### src/sv/tank_fill_controller_macros.svh
// ----------------------------------------------------------------------------
// tank_fill_controller_macros
// assertion macros used by the tank fill controller sequencer
// ----------------------------------------------------------------------------
`ifndef TANK_FILL_CONTROLLER_MACROS_SVH
`define TANK_FILL_CONTROLLER_MACROS_SVH
`ifndef SYNTH
// same-cycle implication, checked out of reset
`define TFC_ASSERT_IMP(lbl, ante, cons) \
  lbl: assert property (@(posedge clk) disable iff (!rst_n) (ante) |-> (cons)) \
    else $error("tfc assertion failed");
// next-cycle implication, checked out of reset
`define TFC_ASSERT_NXT(lbl, ante, cons) \
  lbl: assert property (@(posedge clk) disable iff (!rst_n) (ante) |=> (cons)) \
    else $error("tfc assertion failed");
`else
`define TFC_ASSERT_IMP(lbl, ante, cons)
`define TFC_ASSERT_NXT(lbl, ante, cons)
`endif
`endif

### src/sv/tfc_pkg.sv
// ----------------------------------------------------------------------------
// tfc_pkg
// types and codes shared by the tank fill controller modules
// ----------------------------------------------------------------------------
`timescale 1ns / 1ps

package tfc_pkg;

  localparam int unsigned VOL_W  = 26;
  localparam int unsigned TMR_W  = 25;
  localparam int unsigned MS_W   = 24;
  localparam int unsigned FAC_W  = 16;
  localparam int unsigned CFG_W  = 26;
  localparam int unsigned CFG_IDX_W = 3;

  // item opcodes
  localparam logic [1:0] OP_TICK       = 2'd0;
  localparam logic [1:0] OP_FILL       = 2'd1;
  localparam logic [1:0] OP_SET_ACTIVE = 2'd2;

  // fault codes
  localparam logic [1:0] FLT_NONE    = 2'd0;
  localparam logic [1:0] FLT_NO_FILL = 2'd1;
  localparam logic [1:0] FLT_STOPPED = 2'd2;
  localparam logic [1:0] FLT_TIMEOUT = 2'd3;

  // command error codes
  localparam logic [2:0] ERR_OK         = 3'd0;
  localparam logic [2:0] ERR_NO_SOURCE  = 3'd1;
  localparam logic [2:0] ERR_INACTIVE   = 3'd2;
  localparam logic [2:0] ERR_FULL       = 3'd3;
  localparam logic [2:0] ERR_SOURCE_OFF = 3'd4;
  localparam logic [2:0] ERR_CANNOT_EN  = 3'd5;

  // configuration register indexes
  typedef enum logic [CFG_IDX_W-1:0] {
    CFG_PRESSURE_FACTOR  = 3'd0,
    CFG_VOLUME_FACTOR    = 3'd1,
    CFG_MAX_VOLUME       = 3'd2,
    CFG_MIN_VOLUME       = 3'd3,
    CFG_CHANGE_THRESHOLD = 3'd4,
    CFG_MAX_IDLE_MS      = 3'd5,
    CFG_SETTLE_MS        = 3'd6,
    CFG_HAS_SOURCE       = 3'd7
  } cfg_idx_t;

  typedef struct packed {
    logic [1:0]  opcode;
    logic        command_value;
    logic [9:0]  raw_pressure;
    logic [15:0] elapsed_ms;
    logic        pump_feedback;
    logic        source_active;
    logic        source_can_enable;
  } tfc_in_t;

  typedef struct packed {
    logic             pump_drive;
    logic             tank_active;
    logic [1:0]       fault_code;
    logic [2:0]       command_error;
    logic [VOL_W-1:0] volume;
  } tfc_out_t;

  // controller states
  typedef enum logic [1:0] {
    ST_IDLE,
    ST_PRES,
    ST_VOL,
    ST_EXEC
  } tfc_state_t;

  // controller to datapath commands
  typedef struct packed {
    logic capture;
    logic pres;
    logic vol;
    logic exec;
  } tfc_cmd_t;

endpackage

### src/sv/tfc_dp.sv
// ----------------------------------------------------------------------------
// tfc_dp
// datapath: config registers, two multiply stages, tank state and result reg
// ----------------------------------------------------------------------------
`timescale 1ns / 1ps

module tfc_dp
  import tfc_pkg::*;
#(
  parameter int unsigned LOCKOUT_MS = 5000
) (
  input  logic                 clk,
  input  logic                 rst_n,
  input  logic                 cfg_we,
  input  logic [CFG_IDX_W-1:0] cfg_addr,
  input  logic [CFG_W-1:0]     cfg_wdata,
  input  tfc_in_t              in_data,
  input  tfc_cmd_t             cmd,
  output tfc_out_t             out_data
);

  localparam logic [TMR_W-1:0] LOCKOUT_T = TMR_W'(LOCKOUT_MS);

  // saturating timer add
  function automatic logic [TMR_W-1:0] tsat(input logic [TMR_W-1:0] t,
                                            input logic [15:0] d);
    logic [TMR_W:0] s;
    s = {1'b0, t} + {{(TMR_W-15){1'b0}}, d};
    tsat = s[TMR_W] ? {TMR_W{1'b1}} : s[TMR_W-1:0];
  endfunction

  // configuration registers
  logic [FAC_W-1:0] pf_r, vf_r;
  logic [VOL_W-1:0] max_vol_r, min_vol_r, thr_r;
  logic [MS_W-1:0]  idle_r, settle_r;
  logic             has_src_r;

  // item pipeline registers
  tfc_in_t          in_r;
  logic [VOL_W-1:0] pres_r, pres_nxt;
  logic [VOL_W-1:0] vol_r, vol_nxt;
  logic [41:0]      vprod;
  logic [TMR_W-1:0] fill_add_r, chg_add_r, lock_add_r;
  logic             diff_ge_r, diff_ge_nxt;
  logic [VOL_W-1:0] diff;
  tfc_out_t         out_r, out_nxt;

  // tank state
  logic             active_r, active_nxt;
  logic             pump_r, pump_nxt;
  logic [VOL_W-1:0] last_r, last_nxt;
  logic [1:0]       fault_r, fault_nxt;
  logic [TMR_W-1:0] fill_r, fill_nxt;
  logic             frun_r, frun_nxt;
  logic [TMR_W-1:0] chg_r, chg_nxt;
  logic             crun_r, crun_nxt;
  logic [TMR_W-1:0] lock_r, lock_nxt;

  // execute-step temporaries
  logic             on_v, do_start, start_force, can_fill;
  logic [TMR_W-1:0] t_sel;
  logic [1:0]       fout;
  logic [2:0]       err;

  // config writes
  always_ff @(posedge clk) begin
    if (!rst_n) begin
      pf_r      <= FAC_W'(256);
      vf_r      <= FAC_W'(256);
      max_vol_r <= '0;
      min_vol_r <= '0;
      thr_r     <= '0;
      idle_r    <= MS_W'(60000);
      settle_r  <= MS_W'(10000);
      has_src_r <= 1'b1;
    end else if (cfg_we) begin
      unique case (cfg_idx_t'(cfg_addr))
        CFG_PRESSURE_FACTOR:  pf_r      <= cfg_wdata[FAC_W-1:0];
        CFG_VOLUME_FACTOR:    vf_r      <= cfg_wdata[FAC_W-1:0];
        CFG_MAX_VOLUME:       max_vol_r <= cfg_wdata[VOL_W-1:0];
        CFG_MIN_VOLUME:       min_vol_r <= cfg_wdata[VOL_W-1:0];
        CFG_CHANGE_THRESHOLD: thr_r     <= cfg_wdata[VOL_W-1:0];
        CFG_MAX_IDLE_MS:      idle_r    <= cfg_wdata[MS_W-1:0];
        CFG_SETTLE_MS:        settle_r  <= cfg_wdata[MS_W-1:0];
        CFG_HAS_SOURCE:       has_src_r <= cfg_wdata[0];
      endcase
    end
  end

  // stage 1: raw sample to pressure
  assign pres_nxt = VOL_W'(in_r.raw_pressure) * VOL_W'(pf_r);

  // stage 2: pressure to volume, timer advance and rise check
  assign vprod   = 42'(pres_r) * 42'(vf_r);
  assign vol_nxt = vprod[41:16];
  assign diff    = (pres_r > last_r) ? pres_r - last_r : last_r - pres_r;
  assign diff_ge_nxt = diff >= thr_r;

  always_ff @(posedge clk) begin
    if (cmd.capture) begin
      in_r <= in_data;
    end
    if (cmd.pres) begin
      pres_r <= pres_nxt;
    end
    if (cmd.vol) begin
      vol_r      <= vol_nxt;
      diff_ge_r  <= diff_ge_nxt;
      fill_add_r <= frun_r ? tsat(fill_r, in_r.elapsed_ms) : fill_r;
      chg_add_r  <= crun_r ? tsat(chg_r, in_r.elapsed_ms) : chg_r;
      lock_add_r <= tsat(lock_r, in_r.elapsed_ms);
    end
    if (cmd.exec) begin
      out_r <= out_nxt;
    end
  end

  // stage 3: control decisions for one item
  always_comb begin
    active_nxt  = active_r;
    pump_nxt    = pump_r;
    last_nxt    = last_r;
    fault_nxt   = fault_r;
    fill_nxt    = fill_add_r;
    frun_nxt    = frun_r;
    chg_nxt     = chg_add_r;
    crun_nxt    = crun_r;
    lock_nxt    = lock_add_r;
    on_v        = in_r.pump_feedback;
    do_start    = 1'b0;
    start_force = 1'b0;
    can_fill    = 1'b0;
    t_sel       = '0;
    fout        = FLT_NONE;
    err         = ERR_OK;

    case (in_r.opcode)
      OP_TICK: begin
        if (has_src_r) begin
          // rise supervision while the pump runs
          if (active_r && on_v) begin
            fault_nxt = FLT_NONE;
            if (diff_ge_r) begin
              chg_nxt  = '0;
              crun_nxt = 1'b1;
            end else begin
              t_sel = crun_r ? chg_add_r : (frun_r ? fill_add_r : '0);
              if (t_sel >= {1'b0, idle_r}) begin
                fault_nxt  = FLT_TIMEOUT;
                active_nxt = 1'b0;
                pump_nxt   = 1'b0;
                on_v       = 1'b0;
              end else if (t_sel >= {1'b0, settle_r}) begin
                fault_nxt = crun_r ? FLT_STOPPED : FLT_NO_FILL;
              end
            end
            last_nxt = pres_r;
          end
          // switching after lockout
          if (lock_add_r > LOCKOUT_T) begin
            can_fill = in_r.source_can_enable && active_nxt && (vol_r < max_vol_r);
            if (!can_fill && on_v) begin
              pump_nxt = 1'b0;
              lock_nxt = '0;
            end else if (can_fill && (vol_r <= min_vol_r) && !on_v) begin
              do_start = 1'b1;
            end
          end
          fout = fault_nxt;
        end
      end
      OP_FILL: begin
        if (!has_src_r) begin
          err = ERR_NO_SOURCE;
        end else if (!in_r.command_value && !active_r) begin
          err = ERR_INACTIVE;
        end else if (!in_r.command_value && (vol_r >= max_vol_r)) begin
          err = ERR_FULL;
        end else begin
          do_start    = 1'b1;
          start_force = in_r.command_value;
        end
      end
      OP_SET_ACTIVE: begin
        active_nxt = in_r.command_value;
        if (!in_r.command_value && has_src_r) begin
          pump_nxt = 1'b0;
        end
      end
      default: ;
    endcase

    // fill start
    if (do_start) begin
      active_nxt = 1'b1;
      fill_nxt   = '0;
      frun_nxt   = 1'b1;
      lock_nxt   = '0;
      chg_nxt    = '0;
      crun_nxt   = 1'b0;
      last_nxt   = pres_r;
      if (!start_force && !in_r.source_active) begin
        err = ERR_SOURCE_OFF;
      end else if (!start_force && !in_r.source_can_enable) begin
        err = ERR_CANNOT_EN;
      end else begin
        pump_nxt = 1'b1;
      end
    end

    out_nxt.pump_drive    = pump_nxt;
    out_nxt.tank_active   = active_nxt;
    out_nxt.fault_code    = fout;
    out_nxt.command_error = err;
    out_nxt.volume        = vol_r;
  end

  // tank state registers
  always_ff @(posedge clk) begin
    if (!rst_n) begin
      active_r <= 1'b1;
      pump_r   <= 1'b0;
      last_r   <= '0;
      fault_r  <= FLT_NONE;
      fill_r   <= '0;
      frun_r   <= 1'b0;
      chg_r    <= '0;
      crun_r   <= 1'b0;
      lock_r   <= '0;
    end else if (cmd.exec) begin
      active_r <= active_nxt;
      pump_r   <= pump_nxt;
      last_r   <= last_nxt;
      fault_r  <= fault_nxt;
      fill_r   <= fill_nxt;
      frun_r   <= frun_nxt;
      chg_r    <= chg_nxt;
      crun_r   <= crun_nxt;
      lock_r   <= lock_nxt;
    end
  end

  assign out_data = out_r;

endmodule

### src/sv/tfc_ctrl.sv
// ----------------------------------------------------------------------------
// tfc_ctrl
// sequencer: steps each transaction through the datapath and owns out valid
// ----------------------------------------------------------------------------
`timescale 1ns / 1ps
`include "tank_fill_controller_macros.svh"

module tfc_ctrl
  import tfc_pkg::*;
(
  input  logic     clk,
  input  logic     rst_n,
  input  logic     in_valid,
  output logic     in_ready,
  output logic     out_valid,
  input  logic     out_ready,
  output tfc_cmd_t cmd
);

  tfc_state_t state_r, state_nxt;
  logic       out_valid_r, out_valid_nxt;
  logic       out_free;

  // state register
  always_ff @(posedge clk) begin
    if (!rst_n) begin
      state_r     <= ST_IDLE;
      out_valid_r <= 1'b0;
    end else begin
      state_r     <= state_nxt;
      out_valid_r <= out_valid_nxt;
    end
  end

  assign out_free = !out_valid_r || out_ready;

  // next state and commands
  always_comb begin
    state_nxt   = state_r;
    cmd         = '0;
    in_ready    = 1'b0;
    unique case (state_r)
      ST_IDLE: begin
        in_ready    = 1'b1;
        cmd.capture = in_valid;
        if (in_valid) begin
          state_nxt = ST_PRES;
        end
      end
      ST_PRES: begin
        cmd.pres  = 1'b1;
        state_nxt = ST_VOL;
      end
      ST_VOL: begin
        cmd.vol   = 1'b1;
        state_nxt = ST_EXEC;
      end
      ST_EXEC: begin
        if (out_free) begin
          cmd.exec  = 1'b1;
          state_nxt = ST_IDLE;
        end
      end
    endcase
    out_valid_nxt = cmd.exec ? 1'b1 : (out_ready ? 1'b0 : out_valid_r);
  end

  assign out_valid = out_valid_r;

  `TFC_ASSERT_IMP(a_exec_needs_room, cmd.exec, (!out_valid_r || out_ready))
  `TFC_ASSERT_NXT(a_accept_starts, (in_valid && in_ready), (state_r == ST_PRES))
  `TFC_ASSERT_NXT(a_exec_shows_result, cmd.exec, out_valid_r)
  `TFC_ASSERT_NXT(a_result_held, (out_valid_r && !out_ready), out_valid_r)
  `TFC_ASSERT_IMP(a_one_command, 1'b1, $onehot0(cmd))

endmodule

### src/sv/tank_fill_controller.sv
// ----------------------------------------------------------------------------
// tank_fill_controller
// pump controller for a pressure-measured tank with fault supervision
// each transaction steps through the capture, the two multiply stages and the
//   decision step one after the other; the decision step waits while a result
//   is not yet taken from the output, and then the next transaction is accepted
// the next input transaction is taken while a result waits on the output
// reset: synchronous active-low rst_n restores config and tank state defaults
// ----------------------------------------------------------------------------
`timescale 1ns / 1ps

module tank_fill_controller
  import tfc_pkg::*;
#(
  parameter int unsigned LOCKOUT_MS = 5000
) (
  input  logic                 clk,
  input  logic                 rst_n,
  input  logic                 cfg_we,
  input  logic [CFG_IDX_W-1:0] cfg_addr,
  input  logic [CFG_W-1:0]     cfg_wdata,
  input  logic                 in_valid,
  output logic                 in_ready,
  input  tfc_in_t              in_data,
  output logic                 out_valid,
  input  logic                 out_ready,
  output tfc_out_t             out_data
);

  tfc_cmd_t cmd;

  // sequencer
  tfc_ctrl u_ctrl (
    .clk       (clk),
    .rst_n     (rst_n),
    .in_valid  (in_valid),
    .in_ready  (in_ready),
    .out_valid (out_valid),
    .out_ready (out_ready),
    .cmd       (cmd)
  );

  // datapath
  tfc_dp #(
    .LOCKOUT_MS (LOCKOUT_MS)
  ) u_dp (
    .clk       (clk),
    .rst_n     (rst_n),
    .cfg_we    (cfg_we),
    .cfg_addr  (cfg_addr),
    .cfg_wdata (cfg_wdata),
    .in_data   (in_data),
    .cmd       (cmd),
    .out_data  (out_data)
  );

endmodule
### config.mk
export PLATFORM = sky130hd
export DESIGN_NAME = tank_fill_controller
export DESIGN_NICKNAME = d
export VERILOG_FILES = /design/src/sv/tfc_pkg.sv /design/src/sv/tfc_dp.sv /design/src/sv/tfc_ctrl.sv /design/src/sv/tank_fill_controller.sv
export VERILOG_INCLUDE_DIRS = /design/src /design/src/sv
export SDC_FILE = /design/constraint.sdc
export NUM_CORES = 2
export LEC_CHECK = 0
export BUFFER_PORTS_ARGS = -buffer_cell sky130_fd_sc_hd__buf_2
export CORE_MARGIN = 3
export CORE_UTILIZATION = 45
export DETAILED_ROUTE_END_ITERATION = 7
export PLACE_DENSITY = 0.68
export SETUP_SLACK_MARGIN = 0.2
export SLEW_MARGIN = 20
export SYNTH_ARGS = -nofsm -noshare
export SYNTH_HDL_FRONTEND = slang
export SYNTH_HIERARCHICAL = 1
export SYNTH_SLANG_ARGS = --single-unit
### constraint.sdc
create_clock -name clk -period 14.4 [get_ports clk]
set_input_delay 4.32 -clock clk [delete_from_list [all_inputs] [get_ports clk]]
set_output_delay 4.32 -clock clk [all_outputs]
set_load 0.02 [all_outputs]
Yosys cells after proc, flatten, opt, wreduce, memory -nomap -nowiden
Index checks and enable logic that the tools add are counted.
{"block": "totals", "inputBits": 66, "output_inout_bits": 35, "reg_bits": 462, "wordCells": 194}
{"block": "op_classes", "addsub": 5, "mux": 86, "magnitude_cmp": 8, "reduce_logical": 42, "n_eq_ne": 14, "n_mul": 2}
{"operator": "25-bit two-way mux", "count": 17}
{"operator": "26-bit two-way mux", "count": 5}
{"operator": "25-bit by 16-bit adder with 26-bit output", "count": 3}
{"operator": "26-bit >= comparator", "count": 2}
{"operator": "26-bit subtractor", "count": 2}
{"operator": "25-bit by 24-bit >= comparator with 1-bit output", "count": 2}
{"operator": "1-bit two-way mux", "count": 46}
{"operator": "26-bit by 16-bit multiplier with 42-bit output", "count": 1}
{"operator": "26-bit greater-than comparator", "count": 1}
{"operator": "26-bit less-or-equal comparator", "count": 1}
{"operator": "26-bit < comparator", "count": 1}
{"operator": "10-bit by 16-bit multiplier with 26-bit output", "count": 1}
{"operator": "25-bit by 13-bit greater-than comparator with 1-bit output, second input constant", "count": 1}
{"operator": "2-bit AND reduction", "count": 11}
{"operator": "3-bit two-way mux", "count": 6}
{"operator": "2-bit two-way mux", "count": 8}
{"operator": "3-bit equality test, second input constant", "count": 4}
{"operator": "1-bit logical AND", "count": 11}
{"operator": "2-bit nonzero test", "count": 5}
{"operator": "1-bit logical NOT", "count": 8}
{"operator": "2-bit one-hot mux with 4 select lines", "count": 1}
{"operator": "2-bit equality test, second input constant", "count": 3}
{"operator": "3-bit by 2-bit equality test with 1-bit output, second input constant", "count": 2}
{"operator": "1-bit one-hot mux with 2 select lines", "count": 3}
{"operator": "10 further kinds", "count": 12}

Longest topological paths before layout
{"block": "depth", "word_depth": 19, "depth_mapped": 26, "mapped_depth_nobuf": 24}

Hierarchy
Netlist, hierarchy kept.
{"module": "tfc_dp", "cells_each": 4610, "seq_area_each_um2": 11120.7, "area_per_inst_um2": 41835.1, "instances": 1}
{"module": "tfc_ctrl", "cells_each": 22, "seq_area_each_um2": 60.1, "area_per_inst_um2": 209.0, "instances": 1}

Least setup slack after synthesis
OpenSTA, ideal clock, no wires.
{"block": "synth_timing", "kind": "register to register", "startpoint": "register u_dp.vf_r[1]", "endpoint": "register u_dp.vol_r[7], data pin", "n_path_buf": 2, "setup_slack_ns": 8.017, "setup_time_ns": 0.258, "period_less_slack_ns": 6.383, "t_arrival_ns": 6.125, "t_required_ns": 14.142, "stages_incl_launch_ff": 24, "cell_sequence": "dfxtp_1 -> clkbuf_1 -> clkbuf_1 -> nand2_1 -> fa_1 -> fa_1 -> fa_1 -> inv_1 -> fa_1 -> fa_1 -> inv_1 -> fa_1 -> inv_1 -> ha_1 -> a211oi_1 -> nand4b_1 -> a41o_1 -> nand3b_1 -> a21boi_1 -> o21a_1 -> or4_1 -> a31o_2 -> a21oi_1 -> xnor2_1"}
{"block": "synth_between", "elab_chain_len": 1}
{"item": "from (decl)", "line_no": "tfc_dp.sv:33", "rtl": "logic [FAC_W-1:0] pf_r, vf_r;"}
{"item": "from (signal assigned)", "line_no": "tfc_dp.sv:79", "rtl": "CFG_VOLUME_FACTOR: vf_r <= cfg_wdata[FAC_W-1:0];"}
{"item": "26-bit by 16-bit multiplier with 42-bit output", "line_no": "tfc_dp.sv:94", "rtl": "assign vprod = 42'(pres_r) * 42'(vf_r);"}
{"item": "named net u_dp.vprod[23]", "line_no": "tfc_dp.sv:42", "rtl": "logic [41:0] vprod;"}
{"item": "to (signal assigned)", "line_no": "tfc_dp.sv:107", "rtl": "vol_r <= vol_nxt;"}
{"item": "to (decl)", "line_no": "tfc_dp.sv:41", "rtl": "logic [VOL_W-1:0] vol_r, vol_nxt;"}
The timed path passes the listed nets, and every way through them passes these cells.
A chain may end at the register's enable or synchronous reset.

Final worst setup path
{"block": "layout_timing", "startpoint": "register u_dp.pres_r[19]", "endpoint": "register u_dp.vol_r[23], data pin"}
{"block": "layout_between", "elab_chain_len": 1}
{"item": "from (decl)", "line_no": "tfc_dp.sv:40", "rtl": "logic [VOL_W-1:0] pres_r, pres_nxt;"}
{"item": "from (signal assigned)", "line_no": "tfc_dp.sv:104", "rtl": "pres_r <= pres_nxt;"}
{"item": "26-bit by 16-bit multiplier with 42-bit output", "line_no": "tfc_dp.sv:94"}
{"item": "named net u_dp.vprod[39]", "line_no": "tfc_dp.sv:42"}
The timed path passes the listed nets, and every way through them passes these cells.

==> results by stage <==
Synthesis:
- Ranked by instance count, the synthesized netlist is headed by 785 x nand2_1, 696 x inv_1, 448 x fa_1, 401 x ha_1, 319 x a21oi_1.
- Measured against the total synthesized area, the mux share comes to 0.007291.
- The library cell occupying the most area in the post-synthesis netlist is fa_1.
- The share of the yosys chip area belonging to registers is 0.2659.
- Counting flops with an async set or reset pin after synthesis yields a share of 0.
- By area, the combinational part of the netlist is dominated by adder cells.
- The share of the synthesized area in compound gates (AO/OA/AOI/OAI) was 0.1325.
- Sorting the synthesized cells by area gives the leading types as fa_1 21%, edfxtp_1 14%, dfxtp_1 13%.
- Of the total synthesized cell area, the portion taken by XOR and XNOR cells is 0.02187.
- The primary flip-flop cell chosen by synthesis mapping is dfxtp_1.
- The number of distinct library cells after synthesis is 82.
- The synthesized flop and latch total is 462.
- The post-synthesis share of cell area spent on full adders, half adders and majority gates is 0.3326.
- The netlist area before placement is 42,040 um2.
- Of the post-synthesis cell area, the dominant cell type holds 0.2133.
- The number of enable-type register cells in the synthesized netlist is 193.
- The most frequently used cell type in the post-synthesis netlist is nand2_1.
- Counting every net in the synthesized netlist gives 5,547.
- The Yosys warning count is 6.
- The synthesized area per cell is 9.077 um2.
- Of the total synthesized cell area, the portion taken by AND, OR, NAND and NOR gates is 0.1571.
- The number of cells produced by synthesis is 4,632.

Global route:
- The total global routing overflow is 0.
- The global-route wire length before repair is 186,200 um.
- Across every metal layer, demand over resource in global routing totals 0.2432.
- The initial antenna violation count was 6.
- Entering global routing, the biggest net connects 97 pins.
- The number of global-route vias before repair was 32,910.

Power:
- The net switching power figure is 2.359 mW.
- The share of power burned in combinational logic is 0.398.
- The power density over cell area is 126.3 nW/um2.
- The leakage power total is 20.03 nW.
- Of the total power, the clock network draws 0.265.
- The register share of total power is 0.337.
- Power comes to 5.765 mW.
- VDD sags by at most 0.0001050 V.
- The internal power is 3.407 mW.
- The switching portion of total power is 0.4091.

Floorplan:
- 101 I/O pins were placed.
- The total area inside the core boundary comes to 92,220 um2.
- The initialized floorplan defines 111 standard-cell rows.
- The die outline area is 97,140 um2.
- In this run the vertical extent of the chip is 311.7 um.
- The initial core utilization is 0.4559.
- The x dimension of the die is 311.7 um.

Finish:
- The net count of the finished layout is 5,540.
- The antenna diode count is 0.
- Measured on the finished design, the core utilization comes to 0.4951.
- Fill cells in the final layout number 8,645.
- The area growth from synthesis to layout is 8.594%.
- In the final layout, the share of cells above drive strength 1 is 0.06294.

Routing:
- The wire length on met2 is 51,880 um.
- The post-detailed-route wirelength per cell is 19.89 um.
- The uppermost layer routed is met5.
- The number of vias per cell is 5.528.
- After the first detailed-routing iteration, the DRC count stood at 2,441.
- The routed length on met1 is 50,420 um.
- The count of nets left with antenna violations after detail routing is 0.
- The routed wire length is 117,700 um.
- The length of the first detailed-routing pass in iterations is 5.
- Detailed routing placed a total of 9815 um of wire on met3.
- The remaining routing DRC violations is 0.
- The vias after detailed routing is 32,690.

STA:
- The total count of hold-check failures in the final report is 0.
- Setup repair after global routing left no endpoint under its margin.
- Measured against its own limit, the worst slew margin works out to 0.2621.
- Hold is met by 0.4529 ns.
- The maximum clock rate is 0.1396 GHz.
- The share of the clock period used by the worst path after layout is 0.4974.
- The number of max-slew violations in the final report was 0.
- In the final timing run, aggregate negative setup slack is 0 ns.
- The worst path in the final design needs a cycle of 7.163 ns, including I/O delays and setup.
- The clock tree skew after final layout is 0.07029 ns.
- The total of endpoints with negative setup slack in the final report is 0.
- At the pin with the least slew margin, the transition time is 1.107 ns.

Place:
- The count of input and output buffers is 100.
- Once detailed placement completed, the half-perimeter wirelength came to 85,160 um.
- Routability-driven placement finished with a final weighted congestion of 0.9242.

Setup path:
- Traced cell by cell, the critical path runs through nand2_1 -> fa_1 -> fa_1 -> fa_1 -> inv_1 -> fa_1 -> fa_1 -> inv_1 -> fa_1 -> inv_1 -> ha_1 -> and3_1 -> o2111ai_1 -> a21oi_1 -> a32oi_1 -> o21a_1 -> a211oi_1 -> a31oi_1 -> o21bai_1 -> a21oi_1 -> xnor2_1.
- The most common cell type on the critical path is fa_1.
- The kind of end point of the critical path is a flip-flop.
- The cell type of the slowest stage on the worst timing path is edfxtp_1.
- STA classifies the critical path startpoint as a flip-flop.
- STA puts the critical path data arrival time at 7.58 ns.
- STA puts the critical path data required time at 14.81 ns.
- The delay contributed by the slowest stage of the critical path is 1.05 ns.
- The critical setup path kind is flip-flop to flip-flop.
- The peak fanout along the critical path is 18.
- The worst register-to-register path has a depth of 21.

Clocking:
- The number of instances resized during post-cts repair is 0.
- The H-tree depth is 2.
- The clock-pin transition on the worst setup and hold timing paths is 0.06 ns.
- The total setup buffers inserted after CTS is 0.
- The clock insertion delay at the later pin of the skew report is 0.67 ns.
- No sink is reached through more buffers than the 3 on the longest clock path.
- The number of CTS-inserted buffers is 55.
- TritonCTS built the clock tree.
- For this design, the CTS-stage hold fixing added 0 buffers.
- The number of sinks handled by clock tree synthesis is 462.
- The CTS root buffer is clkbuf_16.

Job:
- Max-cap violations in this run came to 0.

Worst hold path:
- The worst hold path depth is 2.
- The worst hold-check path type is flip-flop to flip-flop.

Run status:
- The flow ran to the end, and the final reports show no timing, DRC or antenna violations.
-- path summary, 6_finish.rpt --
kind                                   from                              to  slack (ns)
min          u_dp/max_vol_r[3]$_SDFFE_PN0P_  u_dp/max_vol_r[3]$_SDFFE_PN0P_        0.45
max reg2reg       u_dp/pres_r[19]$_DFFE_PP_        u_dp/vol_r[23]$_DFFE_PP_        7.24
min reg2reg  u_dp/max_vol_r[3]$_SDFFE_PN0P_  u_dp/max_vol_r[3]$_SDFFE_PN0P_        0.45
max               u_dp/pres_r[19]$_DFFE_PP_        u_dp/vol_r[23]$_DFFE_PP_        7.24
-- per-layer routing --
metal | global-route usage | vias to the layer above
li1 | - | 15150
met1 | 0.3315 | 16060
met2 | 0.3789 | 1216
met3 | 0.05187 | 259
met4 | 0.09640 | 6
met5 | 0 | -
-- logic make-up (layout without fill, tap and decap cells) --
group / count (synthesis) / count (layout)
AO/OA/AOI/OAI: 846 / 846
XOR/XNOR: 105 / 105
adder cells (fa/ha/maj): 849 / 849
buffers and inverters: 905 / 944
flip-flops: 462 / 462
multiplexers: 29 / 29
AND/OR/NAND/NOR: 1436 / 1436
-- per-stage QoR --
step,setup WS [ns],cells,area (um2)
after floorplan,8.017,4632,42040
after CTS,7.275,5914,45640
after detailed placement,6.969,5811,43650
after global routing,6.786,5914,45660
after global placement,7.024,5811,43640
final,7.237,5914,45660
-- sequential cells by signal (all words and copies together) (netlist names), 26 cells and up --
register	flops
u_dp/vol_r	26
u_dp/max_vol_r	26
u_dp/last_r	26
u_dp/in_r	32
u_dp/out_data	33
u_dp/min_vol_r	26
u_dp/thr_r	26
u_dp/pres_r	26
-- worst max-delay path: cells and delay by family, from the launching register on --
family / cells / cell delay [ns]
AOI/OAI and AO/OA: 8 / 1.80
xor gates and xnor gates: 1 / 0.13
buffers and inverters: 3 / 0.15
and+or+nand+nor: 2 / 0.35
DFF: 1 / 1.05
adders and majority gates: 7 / 3.42
-- placed cells by master, fill, tap and decap left out, types with 64 or more instances in the layout --
master,instances
nand2_1,785
inv_1,695
fa_1,448
ha_1,400
a21oi_1,319
dfxtp_1,269
and2_1,242
edfxtp_1,193
nor2_1,124
buf_2,100
a22o_1,99
o21ai_0,96
a21o_1,75
xnor2_1,72
nand3_1,64
-- area by class of cell --
type                    instances  area, um2  share of cell area
multi-input cells            3265      27470              0.6017
flip-flops and latches        462      11180              0.2449
inverters                     696       2615             0.05727
clock buffers                  75       1573             0.03445
well taps                    1243       1555             0.03406
repair buffers                145      838.3             0.01836
clock inverters                28      425.4            0.009317
-- power groups by stage --
stage | sequential [mW] | clock [mW] | combinational (mW)
after global placement | 1.95 | 0 | 2.22
after CTS | 1.93 | 1.56 | 2.28
final | 1.94 | 1.53 | 2.29
after detailed placement | 1.96 | 0 | 2.26
after global routing | 1.96 | 1.61 | 2.58
after floorplan | 1.78 | 0 | 1.67
Power figures use the tool's default switching activity.
